`src/hw/rtl/assert_macros.svh`:
```
// ----------------------------------------------------------------------------
// Assertion macros
// Shared concurrent assertion helpers for the RTL of this project.
// ----------------------------------------------------------------------------
`ifndef ASSERT_MACROS_SVH
`define ASSERT_MACROS_SVH

// Property checked on every rising edge of clk_i, muted while reset is active.
`define ASSERT_CLK(label, prop, msg) \
  label: assert property (@(posedge clk_i) disable iff (!rst_ni) (prop)) else $error(msg);

// Implication checked on every rising edge of clk_i, muted while reset is active.
`define ASSERT_IMPL(label, ante, cons, msg) \
  label: assert property (@(posedge clk_i) disable iff (!rst_ni) (ante) |-> (cons)) \
    else $error(msg);

// Next-cycle implication checked on every rising edge of clk_i.
`define ASSERT_NEXT(label, ante, cons, msg) \
  label: assert property (@(posedge clk_i) disable iff (!rst_ni) (ante) |=> (cons)) \
    else $error(msg);

`endif

```
`src/hw/rtl/uib_pkg.sv`:
```
// ----------------------------------------------------------------------------
// UART interrupt byte buffers package
// Action and status codes and the input item type.
// ----------------------------------------------------------------------------
package uib_pkg;

  typedef enum logic [1:0] {
    ACT_PUT   = 2'd0,
    ACT_GET   = 2'd1,
    ACT_IRQ   = 2'd2,
    ACT_FLUSH = 2'd3
  } action_e;

  typedef enum logic [1:0] {
    ST_OK       = 2'd0,
    ST_TX_FULL  = 2'd1,
    ST_RX_EMPTY = 2'd2,
    ST_BUSY     = 2'd3
  } status_e;

  typedef struct packed {
    action_e    action;
    logic [7:0] write_byte;
    logic       rx_ready;
    logic       tx_ready;
    logic [7:0] rx_byte;
  } item_t;

endpackage

```
`src/hw/rtl/uart_interrupt_byte_buffers.sv`:
```
// ----------------------------------------------------------------------------
// UART interrupt byte buffers
// Transmit and receive byte rings with interrupt enable bookkeeping.
// ----------------------------------------------------------------------------
//
//   Channel   Handshake                 Payload
//   --------  ------------------------  -----------------------------------------
//   input     in_valid_i / in_ready_o   action, write_byte, rx_ready, tx_ready,
//                                       rx_byte
//   output    out_valid_o / out_ready_i status, read_byte, send_strobe, send_byte,
//                                       tx_irq_armed, rx_irq_armed
//
// One item per cycle is sustained while results are taken; each item passes
// from input transfer to result through the input register and the result register.
// Each ring RAM is read continuously at the next tail, so the byte an item
// pops is ready when the item reaches the input register.
// Reset empties both rings, clears the transmit enable and sets the receive
// enable; ring contents are not cleared. A stalled result holds the item in the
// input register and drops in_ready_o.
`include "assert_macros.svh"

module uart_interrupt_byte_buffers #(
  parameter int RING_DEPTH = 16
) (
  input  logic       clk_i,
  input  logic       rst_ni,
  input  logic       in_valid_i,
  output logic       in_ready_o,
  input  logic [1:0] action_i,
  input  logic [7:0] write_byte_i,
  input  logic       rx_ready_i,
  input  logic       tx_ready_i,
  input  logic [7:0] rx_byte_i,
  output logic       out_valid_o,
  input  logic       out_ready_i,
  output logic [1:0] status_o,
  output logic [7:0] read_byte_o,
  output logic       send_strobe_o,
  output logic [7:0] send_byte_o,
  output logic       tx_irq_armed_o,
  output logic       rx_irq_armed_o
);
  import uib_pkg::*;

  localparam int AW = $clog2(RING_DEPTH);
  localparam int CW = $clog2(RING_DEPTH + 1);
  localparam logic [AW-1:0] LastSlot = AW'(RING_DEPTH - 1);
  localparam logic [CW-1:0] FullCount = CW'(RING_DEPTH);
  localparam logic [CW-1:0] AlmostFull = CW'(RING_DEPTH - 1);

  function automatic logic [AW-1:0] next_slot(input logic [AW-1:0] idx);
    logic [AW-1:0] nxt;
    nxt = (idx == LastSlot) ? '0 : idx + AW'(1);
    return nxt;
  endfunction

  item_t           item_q;
  logic            item_valid_q, item_valid_d;
  logic            in_xfer, advance;

  logic [AW-1:0]   tx_head_q, tx_head_d, tx_tail_q, tx_tail_d;
  logic [AW-1:0]   rx_head_q, rx_head_d, rx_tail_q, rx_tail_d;
  logic [CW-1:0]   tx_count_q, tx_count_d, rx_count_q, rx_count_d;
  logic            tx_en_q, tx_en_d, rx_en_q, rx_en_d;

  logic            tx_we, rx_we;
  logic [7:0]      tx_ram_rdata, rx_ram_rdata, tx_rd, rx_rd;
  logic            tx_fwd_q, tx_fwd_d, rx_fwd_q, rx_fwd_d;
  logic [7:0]      tx_fwd_data_q, rx_fwd_data_q;

  status_e         status;
  logic [7:0]      got, sent;
  logic            strobe, do_rx, do_tx;

  logic            out_valid_q, out_valid_d;
  status_e         status_q;
  logic [7:0]      read_byte_q, send_byte_q;
  logic            send_strobe_q, tx_armed_q, rx_armed_q;

  assign advance    = item_valid_q && (!out_valid_q || out_ready_i);
  assign in_ready_o = !item_valid_q || advance;
  assign in_xfer    = in_valid_i && in_ready_o;

  // A write to the slot being read this cycle would be missed by the read-first RAM.
  assign tx_rd = tx_fwd_q ? tx_fwd_data_q : tx_ram_rdata;
  assign rx_rd = rx_fwd_q ? rx_fwd_data_q : rx_ram_rdata;

  always_comb begin
    tx_head_d  = tx_head_q;
    tx_tail_d  = tx_tail_q;
    tx_count_d = tx_count_q;
    rx_head_d  = rx_head_q;
    rx_tail_d  = rx_tail_q;
    rx_count_d = rx_count_q;
    tx_en_d    = tx_en_q;
    rx_en_d    = rx_en_q;
    tx_we      = 1'b0;
    rx_we      = 1'b0;
    status     = ST_OK;
    got        = '0;
    sent       = '0;
    strobe     = 1'b0;
    do_rx      = item_q.rx_ready && (rx_count_q != FullCount);
    do_tx      = item_q.tx_ready && (tx_count_q != '0);
    if (advance) begin
      case (item_q.action)
        ACT_PUT: begin
          if (tx_count_q == FullCount) begin
            status = ST_TX_FULL;
          end else begin
            if (tx_count_q == '0) begin
              tx_en_d = 1'b1;
            end
            tx_we      = 1'b1;
            tx_head_d  = next_slot(tx_head_q);
            tx_count_d = tx_count_q + CW'(1);
          end
        end
        ACT_GET: begin
          if (rx_count_q == '0) begin
            status = ST_RX_EMPTY;
          end else begin
            if (rx_count_q == FullCount) begin
              rx_en_d = 1'b1;
            end
            got        = rx_rd;
            rx_tail_d  = next_slot(rx_tail_q);
            rx_count_d = rx_count_q - CW'(1);
          end
        end
        ACT_IRQ: begin
          if (do_rx) begin
            if (rx_count_q == AlmostFull) begin
              rx_en_d = 1'b0;
            end
            rx_we      = 1'b1;
            rx_head_d  = next_slot(rx_head_q);
            rx_count_d = rx_count_q + CW'(1);
          end
          if (do_tx) begin
            if (tx_count_q == CW'(1)) begin
              tx_en_d = 1'b0;
            end
            sent       = tx_rd;
            strobe     = 1'b1;
            tx_tail_d  = next_slot(tx_tail_q);
            tx_count_d = tx_count_q - CW'(1);
          end
        end
        ACT_FLUSH: begin
          if (tx_count_q != '0) begin
            status = ST_BUSY;
          end else begin
            tx_head_d  = '0;
            tx_tail_d  = '0;
            tx_count_d = '0;
            rx_head_d  = '0;
            rx_tail_d  = '0;
            rx_count_d = '0;
            tx_en_d    = 1'b0;
            rx_en_d    = 1'b0;
          end
        end
        default: begin
          status = ST_OK;
        end
      endcase
    end
  end

  assign tx_fwd_d = tx_we && (tx_head_q == tx_tail_d);
  assign rx_fwd_d = rx_we && (rx_head_q == rx_tail_d);

  uib_ram #(
    .Width(8),
    .Depth(RING_DEPTH)
  ) u_tx_ram (
    .clk_i  (clk_i),
    .we_i   (tx_we),
    .waddr_i(tx_head_q),
    .wdata_i(item_q.write_byte),
    .raddr_i(tx_tail_d),
    .rdata_o(tx_ram_rdata)
  );

  uib_ram #(
    .Width(8),
    .Depth(RING_DEPTH)
  ) u_rx_ram (
    .clk_i  (clk_i),
    .we_i   (rx_we),
    .waddr_i(rx_head_q),
    .wdata_i(item_q.rx_byte),
    .raddr_i(rx_tail_d),
    .rdata_o(rx_ram_rdata)
  );

  always_comb begin
    item_valid_d = item_valid_q;
    if (in_xfer) begin
      item_valid_d = 1'b1;
    end else if (advance) begin
      item_valid_d = 1'b0;
    end
    out_valid_d = out_valid_q;
    if (advance) begin
      out_valid_d = 1'b1;
    end else if (out_ready_i) begin
      out_valid_d = 1'b0;
    end
  end

  always_ff @(posedge clk_i or negedge rst_ni) begin
    if (!rst_ni) begin
      item_valid_q <= 1'b0;
      out_valid_q  <= 1'b0;
      tx_head_q    <= '0;
      tx_tail_q    <= '0;
      tx_count_q   <= '0;
      rx_head_q    <= '0;
      rx_tail_q    <= '0;
      rx_count_q   <= '0;
      tx_en_q      <= 1'b0;
      rx_en_q      <= 1'b1;
      tx_fwd_q     <= 1'b0;
      rx_fwd_q     <= 1'b0;
    end else begin
      item_valid_q <= item_valid_d;
      out_valid_q  <= out_valid_d;
      tx_head_q    <= tx_head_d;
      tx_tail_q    <= tx_tail_d;
      tx_count_q   <= tx_count_d;
      rx_head_q    <= rx_head_d;
      rx_tail_q    <= rx_tail_d;
      rx_count_q   <= rx_count_d;
      tx_en_q      <= tx_en_d;
      rx_en_q      <= rx_en_d;
      tx_fwd_q     <= tx_fwd_d;
      rx_fwd_q     <= rx_fwd_d;
    end
  end

  always_ff @(posedge clk_i) begin
    tx_fwd_data_q <= item_q.write_byte;
    rx_fwd_data_q <= item_q.rx_byte;
    if (in_xfer) begin
      item_q.action     <= action_e'(action_i);
      item_q.write_byte <= write_byte_i;
      item_q.rx_ready   <= rx_ready_i;
      item_q.tx_ready   <= tx_ready_i;
      item_q.rx_byte    <= rx_byte_i;
    end
    if (advance) begin
      status_q      <= status;
      read_byte_q   <= got;
      send_strobe_q <= strobe;
      send_byte_q   <= sent;
      tx_armed_q    <= tx_en_d;
      rx_armed_q    <= rx_en_d;
    end
  end

  assign out_valid_o    = out_valid_q;
  assign status_o       = status_q;
  assign read_byte_o    = read_byte_q;
  assign send_strobe_o  = send_strobe_q;
  assign send_byte_o    = send_byte_q;
  assign tx_irq_armed_o = tx_armed_q;
  assign rx_irq_armed_o = rx_armed_q;

  `ASSERT_CLK(a_counts_bounded, (tx_count_q <= FullCount) && (rx_count_q <= FullCount), "ring count above depth")
  `ASSERT_IMPL(a_tx_empty_ptrs, tx_count_q == '0, tx_head_q == tx_tail_q, "empty transmit ring with pointers apart")
  `ASSERT_IMPL(a_rx_empty_ptrs, rx_count_q == '0, rx_head_q == rx_tail_q, "empty receive ring with pointers apart")
  `ASSERT_NEXT(a_flush_clears, advance && (item_q.action == ACT_FLUSH) && (tx_count_q == '0), (rx_count_q == '0) && !rx_en_q && !tx_en_q, "flush left state behind")

endmodule

```
`src/hw/rtl/uib_ram.sv`:
```
// ----------------------------------------------------------------------------
// Generic RAM
// One write port and one read port with registered, read-first read data.
// ----------------------------------------------------------------------------
module uib_ram #(
  parameter int Width = 8,
  parameter int Depth = 16
) (
  input  logic                     clk_i,
  input  logic                     we_i,
  input  logic [$clog2(Depth)-1:0] waddr_i,
  input  logic [Width-1:0]         wdata_i,
  input  logic [$clog2(Depth)-1:0] raddr_i,
  output logic [Width-1:0]         rdata_o
);

  logic [Width-1:0] mem_q [Depth];
  logic [Width-1:0] rdata_q;

  always_ff @(posedge clk_i) begin
    if (we_i) begin
      mem_q[waddr_i] <= wdata_i;
    end
    rdata_q <= mem_q[raddr_i];
  end

  assign rdata_o = rdata_q;

endmodule
```
`config.mk`:
```
export PLATFORM = sky130hd
export DESIGN_NAME = uart_interrupt_byte_buffers
export DESIGN_NICKNAME = d
export VERILOG_FILES = /design/src/hw/rtl/uib_pkg.sv /design/src/hw/rtl/uart_interrupt_byte_buffers.sv /design/src/hw/rtl/uib_ram.sv
export VERILOG_INCLUDE_DIRS = /design/src /design/src/hw/rtl
export SDC_FILE = /design/constraint.sdc
export NUM_CORES = 1
export LEC_CHECK = 0
export ABC_AREA = 1
export BUFFER_PORTS_ARGS = -buffer_cell sky130_fd_sc_hd__buf_2
export CAP_MARGIN = 20
export CELL_PAD_IN_SITES_DETAIL_PLACEMENT = 0
export CELL_PAD_IN_SITES_GLOBAL_PLACEMENT = 1
export CORE_MARGIN = 1.5
export CORE_UTILIZATION = 54
export CTS_CLUSTER_SIZE = 16
export DETAILED_ROUTE_END_ITERATION = 16
export GPL_TIMING_DRIVEN = 0
export PLACE_DENSITY_LB_ADDON = 0.1
export SKIP_LAST_GASP = 1
export SLEW_MARGIN = 20
export SYNTH_ARGS = -nofsm -noshare
export SYNTH_HDL_FRONTEND = slang
export SYNTH_SLANG_ARGS = --single-unit
```
`constraint.sdc`:
```
create_clock -name clk_i -period 3.7 [get_ports clk_i]
set_input_delay 0.185 -clock clk_i [delete_from_list [all_inputs] [get_ports clk_i]]
set_output_delay 0.185 -clock clk_i [all_outputs]
set_load 0.03 [all_outputs]
```
==> flow_summary.ini, run 1 <==
[timing]
post-route-period-util_pct = 83.8
period_needed_ns = 3.10
tns_ns = 0
hold_viol = 0
max-slew-margin-rel_pct = 38.5
setup_violations = 0
rsz0062_at_grt = false
fmax_mhz = 323
fin_skew_ns = 0.0182
worst_pin_slew_ns = 0.922
drv_slew = 0

[drt]
drtAntennaViolNets = 0
first_pass_iters = 5
post_drt_wl_per_cell_um = 19.1
drc = 0
drt_iter0_markers = 1023
num_vias = 10800
vias_per_cell = 5.40
totalWireLength_mm = 38.2

[synthesis]
synth-async-reset-ratio_pct = 8.86
ys_seq_elements = 361
synth_top_family_by_area = simple AND/OR/NAND/NOR gates
yosysWarnings = 0
syn_inst = 1479
synthMuxAreaShare_pct = 0
ys_top_cells_by_area = edfxtp_1 57%, nand3_1 7.4%, nand2_1 7.2%
synth_edf_count = 297
syn_nets = 1525
synthSimpleGateAreaFrac_pct = 20.1
avgSynthCellArea_sq_um = 10.6
ys_seq_area_share_pct = 66.0
synth_area_leader_cell = edfxtp_1
synth_top_area_share_pct = 56.8
synthDistinctLibCells = 44
synth.most_common_cell = nand2_1
synth_common_cells = 303 x nand2_1, 297 x edfxtp_1, 237 x inv_1, 232 x nand3_1
synth_fa_ha_area_share_pct = 1.80
synth.cell_area_sq_mm = 0.0157
synth_xor_area_share_pct = 0.502
synth_flop_cell = edfxtp_1
synth-compound-area-share_pct = 3.68

[worst_setup_path]
critPathSlowestCell = nor2_1
path_class = reg -> reg
critPathMostFrequentCell = nand2_1
cpPeakStageDelay_ns = 0.70
crit_arrival_ns = 3.25
end_kind = flip-flop
cp.required_ns = 3.85
critPathLaunchType = flip-flop
critical_path.max_fanout = 23
cp_cell_sequence = nand2_2 -> nand2_1 -> clkinvlp_4 -> nand2_1 -> nor2_1 -> nand2_1 -> nor2_1

[clock_network]
cts-htree-levels = 2
cts_tree = built
cts_setup_buffers = 0
cts_made_buffers = 39
cts.clk_slew.worst_paths_ns = 0.06
cts_buffer_depth = 3
cts_sinks = 361
clk_latency_ns = 0.53
root_buffer = clkbuf_16

[finish]
fin_nets = 1636
drive_above_1_share_pct = 10.0
areaGrowthSynthToFinish_pct = 14.0
fin_cells = 2000

[place]
gp_congestion = 0.868
dp_cells = 1909
dpl.hpwl_mm = 25.8
port-buffer-count = 46

[global_route]
grt_overflow = 0
grt.busiest_layer = met1
grt_use_met3_pct = 4.30
grt_pass1_vias = 10100
grt_use_met1_pct = 39.2
grt_max_degree = 33
grt_antenna_before_repair = 0
met2_usage_pct = 39.0
grt_pass1_wl_mm = 58.0
grt_usage_pct = 25.7

[pwr]
power_density_mw_per_mm2 = 679
peakVddDrop_uv = 505
power_leakage_nw = 7.42

[floorplan]
coreArea_sq_mm = 0.0286
die_h_um = 173
rows = 62
die_w_um = 173
start_util_pct = 54.8
ios = 47
die_area_sq_mm = 0.0301

[outcome]
status = finished clean

[job]
max_cap_violations = 0

[hold_path]
hold_path_class = in -> async
[sequential cells by signal, indices dropped and copies added, names as in the netlist, 2 cells and up]
name and cells:
rx_tail_q 4, u_tx_ram.mem_q 128, tx_fwd_data_q 8, u_rx_ram.mem_q 128
send_byte_o 8, u_rx_ram.rdata_o 8, rx_fwd_data_q 8, u_tx_ram.rdata_o 8
tx_tail_q 4, tx_head_q 4, status_o 2, read_byte_o 8
tx_count_q 5, rx_count_q 5, rx_head_q 4, item_q 20
[power breakdown]
| part | leakage [nW] | internal (W) | switching [W] |
|---|---|---|---|
| Clock | 0.607 | 0.00225 | 0.00153 |
| Combinational | 3.43 | 0.000987 | 0.00231 |
| Sequential | 3.38 | 0.00478 | 0.000304 |
[metal layers]
layer	up-vias	wire length (um)
li1	5198	-
met1	5166	17700
met2	385	16800
met3	55	3020
met4	0	685
met5	-	0
[placed cells by master, fill, tap and decap left out, types with 4 or more instances in the layout]
cell,n
inv_1,236
nor3_1,5
o21ai_0,58
clkbuf_1,28
dfxtp_1,32
nand3_1,232
buf_2,71
xor2_1,8
nand2_2,6
edfxtp_1,297
clkinv_2,4
dlygate4sd3_1,24
o22ai_1,4
nor2_1,56
dfrtp_1,31
ha_1,21
nand4_1,35
buf_6,8
nand2_1,303
clkinv_1,4
nand3b_1,33
clkbuf_16,42
a21oi_1,29
nor2_2,4
buf_1,4
[stage by stage]
stage / util, % / total power (W) / setup WS [ns] / instance area (sq um) / hold slack (ns)
global placement: 57.3 / 0.00835 / 0.326 / 16400 / 0.298
global route: 62.5 / 0.0127 / 0.310 / 17900 / 0.344
CTS: 62.5 / 0.0122 / 0.248 / 17900 / 0.300
floorplan: - / 0.00724 / 1.19 / 15700 / -0.111
finish: 62.5 / 0.0122 / 0.601 / 17900 / 0.273
detailed placement: 57.3 / 0.00838 / 0.256 / 16400 / 0.307
[cell families after synthesis]
group                    after synthesis
AO/OA/AOI/OAI                        105
XOR/XNOR                               9
adder cells (fa/ha/maj)               22
buffers and inverters                300
flip-flops                           361
AND/OR/NAND/NOR                      682
[area by class of cell]
cell class                 count  area (sq um)
antenna                        1          2.50
tap                          384           480
sequential                   361         10400
inverter                     243           917
clock inverter                11           120
clock buffer                  55          1120
buffer                        57           317
timing repair buffer          70           470
multi-input combinational    818          4100
fill                        2290         10700
[worst max-delay path, delay by kind of cell, from the launching register on]
kind / cells / cell delay (ns)
buffers and inverters: 1 / 0.45
flip-flops: 1 / 0.40
AND/OR/NAND/NOR: 6 / 1.85
[path summary, 6_finish.rpt]
path                       cells after the start              endpoint                 from  slack [ns]
min                                            2          tx_tail_q[0]               rst_ni        0.27
max                                            7  u_tx_ram.mem_q[3][4]          out_valid_o        0.60
min reg2reg                                    2        send_byte_o[7]  u_tx_ram.rdata_o[7]        0.57
max in group asynchronous                      2              rx_fwd_q               rst_ni        2.94
max reg2reg                                    7  u_tx_ram.mem_q[3][4]          out_valid_o        0.60
min in group clk_i                             2             item_q[2]         rx_byte_i[2]        0.37
[what timing repair did]
item	in CTS	in global routing
endpoints found under the setup margin	0	58
gates resized for setup	0	3
hold endpoints to repair	53	0
hold buffers	24	0
No activity file was read; power rests on OpenSTA's default activity.
==> run 2: changes to the inputs <==
Settings changed: ABC_AREA 1 to 0, CORE_UTILIZATION 54 to 53.
Clock period 3.7 ns to 3.02 ns, I/O delays scaled along.
==> flow_summary.ini, run 2 <==
[global_route]
grt_pass1_wl_mm = 48.6
grt_pass1_vias = 8330
grt_antenna_before_repair = 0
grt_overflow = 0
grt_max_degree = 33
grt_usage_pct = 22.8

[drt]
totalWireLength_mm = 32.3
vias_per_cell = 5.75
drtAntennaViolNets = 0
wl_met1_mm = 15.5
drt_iter0_markers = 809
wl_met2_mm = 14.7
first_pass_iters = 5
drc = 0
wl_met3_mm = 1.55
num_vias = 8416
post_drt_wl_per_cell_um = 22.1
highest_layer = met4

[finish]
post-route-util_pct = 66.2
fin_nets = 1138
fin_cells = 1464
diodes = 0
fill_cells = 1900
layout_common_cells = 297 x edfxtp_1, 131 x mux2i_1, 73 x nand2_1
final_common_cell = edfxtp_1
ff_latch_area_sq_mm = 0.0104
multiInputGateArea_sq_mm = 0.00447
drive_above_1_share_pct = 25.0
reg.largest.list = u_rx_ram.mem_q (128), u_tx_ram.mem_q (128), item_q (20)
areaGrowthSynthToFinish_pct = 22.2

[clock_network]
cts.clk_slew.worst_paths_ns = 0.06
cts_tree = built
cts-htree-levels = 2
clk_latency_ns = 0.53
cts_made_buffers = 39
root_buffer = clkbuf_16
cts_buffer_depth = 3
cts_sinks = 361

[worst_setup_path]
critical_path.max_fanout = 6
cp.depth = 13
critPathLaunchType = flip-flop
cp_cell_sequence = inv_4 -> ha_4 -> or4b_4 -> buf_8 -> a2111o_1 -> a221oi_4 -> buf_6 -> buf_8 -> buf_12 -> mux2i_1 -> mux2i_1 -> a22oi_1 -> nand2_1
path_class = reg -> reg
crit_family = compound AO/OA/AOI/OAI gates
critPathSlowestCell = or4b_4
r2r-start = tx_count_q[0]
rrSetupSlack_ns = -0.30
crit_arrival_ns = 3.73
cpPeakStageDelay_ns = 0.48
crit_start = tx_count_q[0]
cp_num_buf_inv = 5
reg2reg_to = u_rx_ram.rdata_o[2]
worstRegToRegCells = 13
crit_end = u_rx_ram.rdata_o[2]
cp.required_ns = 3.43
end_kind = flip-flop

[pwr]
intPower_w = 0.0112
switchingPower_w = 0.00511
peakVddDrop_uv = 531
power_leakage_nw = 6.81
p_comb_share_pct = 34.1
swShare_pct = 31.4
clock_power_share_pct = 28.2
power_density_mw_per_mm2 = 909
p_seq_share_pct = 37.6

[timing]
post-route-period-util_pct = 110
drv_slew = 0
setup_violations = 17
rsz0062_at_grt = true
setup_ws_ns = -0.302
tns_ns = -3.95
worst_pin_slew_ns = 0.795
hold_viol = 0
period_needed_ns = 3.32
fmax_mhz = 301
max-slew-margin-rel_pct = 47.0
fin_skew_ns = 0.0164

[synthesis]
synthDistinctLibCells = 61
synth_common_cells = 297 x edfxtp_1, 163 x mux2i_1, 73 x nand2_1, 49 x nor2_1, 32 x dfxtp_1
ys_top_cells_by_area = edfxtp_1 61%, mux2i_1 11%, dfrtp_1 5.3%
syn_inst = 948
ys_seq_elements = 361
synth_area_leader_cell = edfxtp_1
synth_top_area_share_pct = 60.9
synth_edf_count = 297
yosysWarnings = 0
synth.most_common_cell = edfxtp_1
synth.cell_area_sq_mm = 0.0147
syn_nets = 994
avgSynthCellArea_sq_um = 15.5
synth-async-reset-ratio_pct = 8.86
ys_seq_area_share_pct = 70.7
synth_flop_cell = edfxtp_1

[place]
dpl.hpwl_mm = 20.2
gp_congestion = 0.810
port-buffer-count = 46
dp_cells = 1336

[floorplan]
start_util_pct = 54.2
rows = 60
die_w_um = 169
die_h_um = 169
coreArea_sq_mm = 0.0270
ios = 47
die_area_sq_mm = 0.0286

[outcome]
violations = setup timing
status = finished, violations left

[job]
max_cap_violations = 0

[hold_path]
hold_path_class = in -> reg
==> run 2: power by group through the flow <==
stage	registers [W]	logic (W)	clock network [W]
6_report	0.00612	0.00555	0.00459
5_1_grt	0.00617	0.00590	0.00485
4_1_cts	0.00610	0.00525	0.00466
3_5_place_dp	0.00620	0.00419	0
3_3_place_gp	0.00619	0.00418	0
2_1_floorplan	0.00616	0.00302	0
==> run 2: logic make-up (layout without fill, tap and decap cells) <==
| family | Yosys count | after routing | synth area share (%) |
|---|---|---|---|
| flip-flops | 361 | 361 | 70.7 |
| AND/OR/NAND/NOR | 194 | 194 | 6.13 |
| multiplexers | 174 | 174 | 12.0 |
| AO/OA/AOI/OAI | 122 | 122 | 6.41 |
| buffers and inverters | 65 | 240 | 2.23 |
| adder cells (fa/ha/maj) | 22 | 22 | 1.93 |
| XOR/XNOR | 10 | 10 | 0.598 |
==> run 2: metal layers <==
metal | up-vias | GRT usage, %
li1 | 3919 | -
met1 | 4265 | 33.7
met2 | 197 | 35.4
met3 | 35 | 4.34
met4 | 0 | 5.27
met5 | - | 0
==> run 2: timing repair <==
item	in CTS	in global routing
setup buffers	27	3
cloned	4	2
hold buffers	23	0
gates resized for setup	112	43
setup endpoints to repair	215	278
endpoints found under the hold margin	52	0
pin swaps	22	11
==> run 2: worst min-delay path: stages <==
cell,delay [ns]
buf_2,0.08
nand2b_1,0.20
nand2_1,0.08
==> run 2: cell type report <==
class                      count  area share, %
multi-input combinational    522           25.0
timing repair buffer         106           5.10
tap                          341           2.38
sequential                   361           57.9
inverter                      25          0.545
clock buffer                  61           6.51
clock inverter                11          0.573
buffer                        37           1.96
==> run 2: worst min path at each step <==
stage | from | to | slack (ns) | cells past startpoint
6_report | out_ready_i | out_valid_o | 0.05 | 3
2_1_floorplan | rst_ni | item_valid_q | -0.14 | 0
3_5_place_dp | rst_ni | tx_count_q[2] | 0.28 | 1
4_1_cts | out_ready_i | out_valid_o | 0.02 | 3
3_3_place_gp | rst_ni | tx_count_q[2] | 0.27 | 1
5_1_grt | out_ready_i | out_valid_o | 0.04 | 3
==> run 2: metrics by stage <==
| step | hold slack [ns] | instance area, sq um | worst slack, ns | total power, W |
|---|---|---|---|---|
| floorplan | -0.145 | 14700 | 0.0112 | 0.00919 |
| global placement | 0.270 | 15400 | -0.958 | 0.0104 |
| detailed placement | 0.279 | 15400 | -0.893 | 0.0104 |
| CTS | 0.0156 | 17600 | -0.325 | 0.0160 |
| global route | 0.0422 | 17900 | -0.422 | 0.0169 |
| finish | 0.0452 | 17900 | -0.302 | 0.0163 |
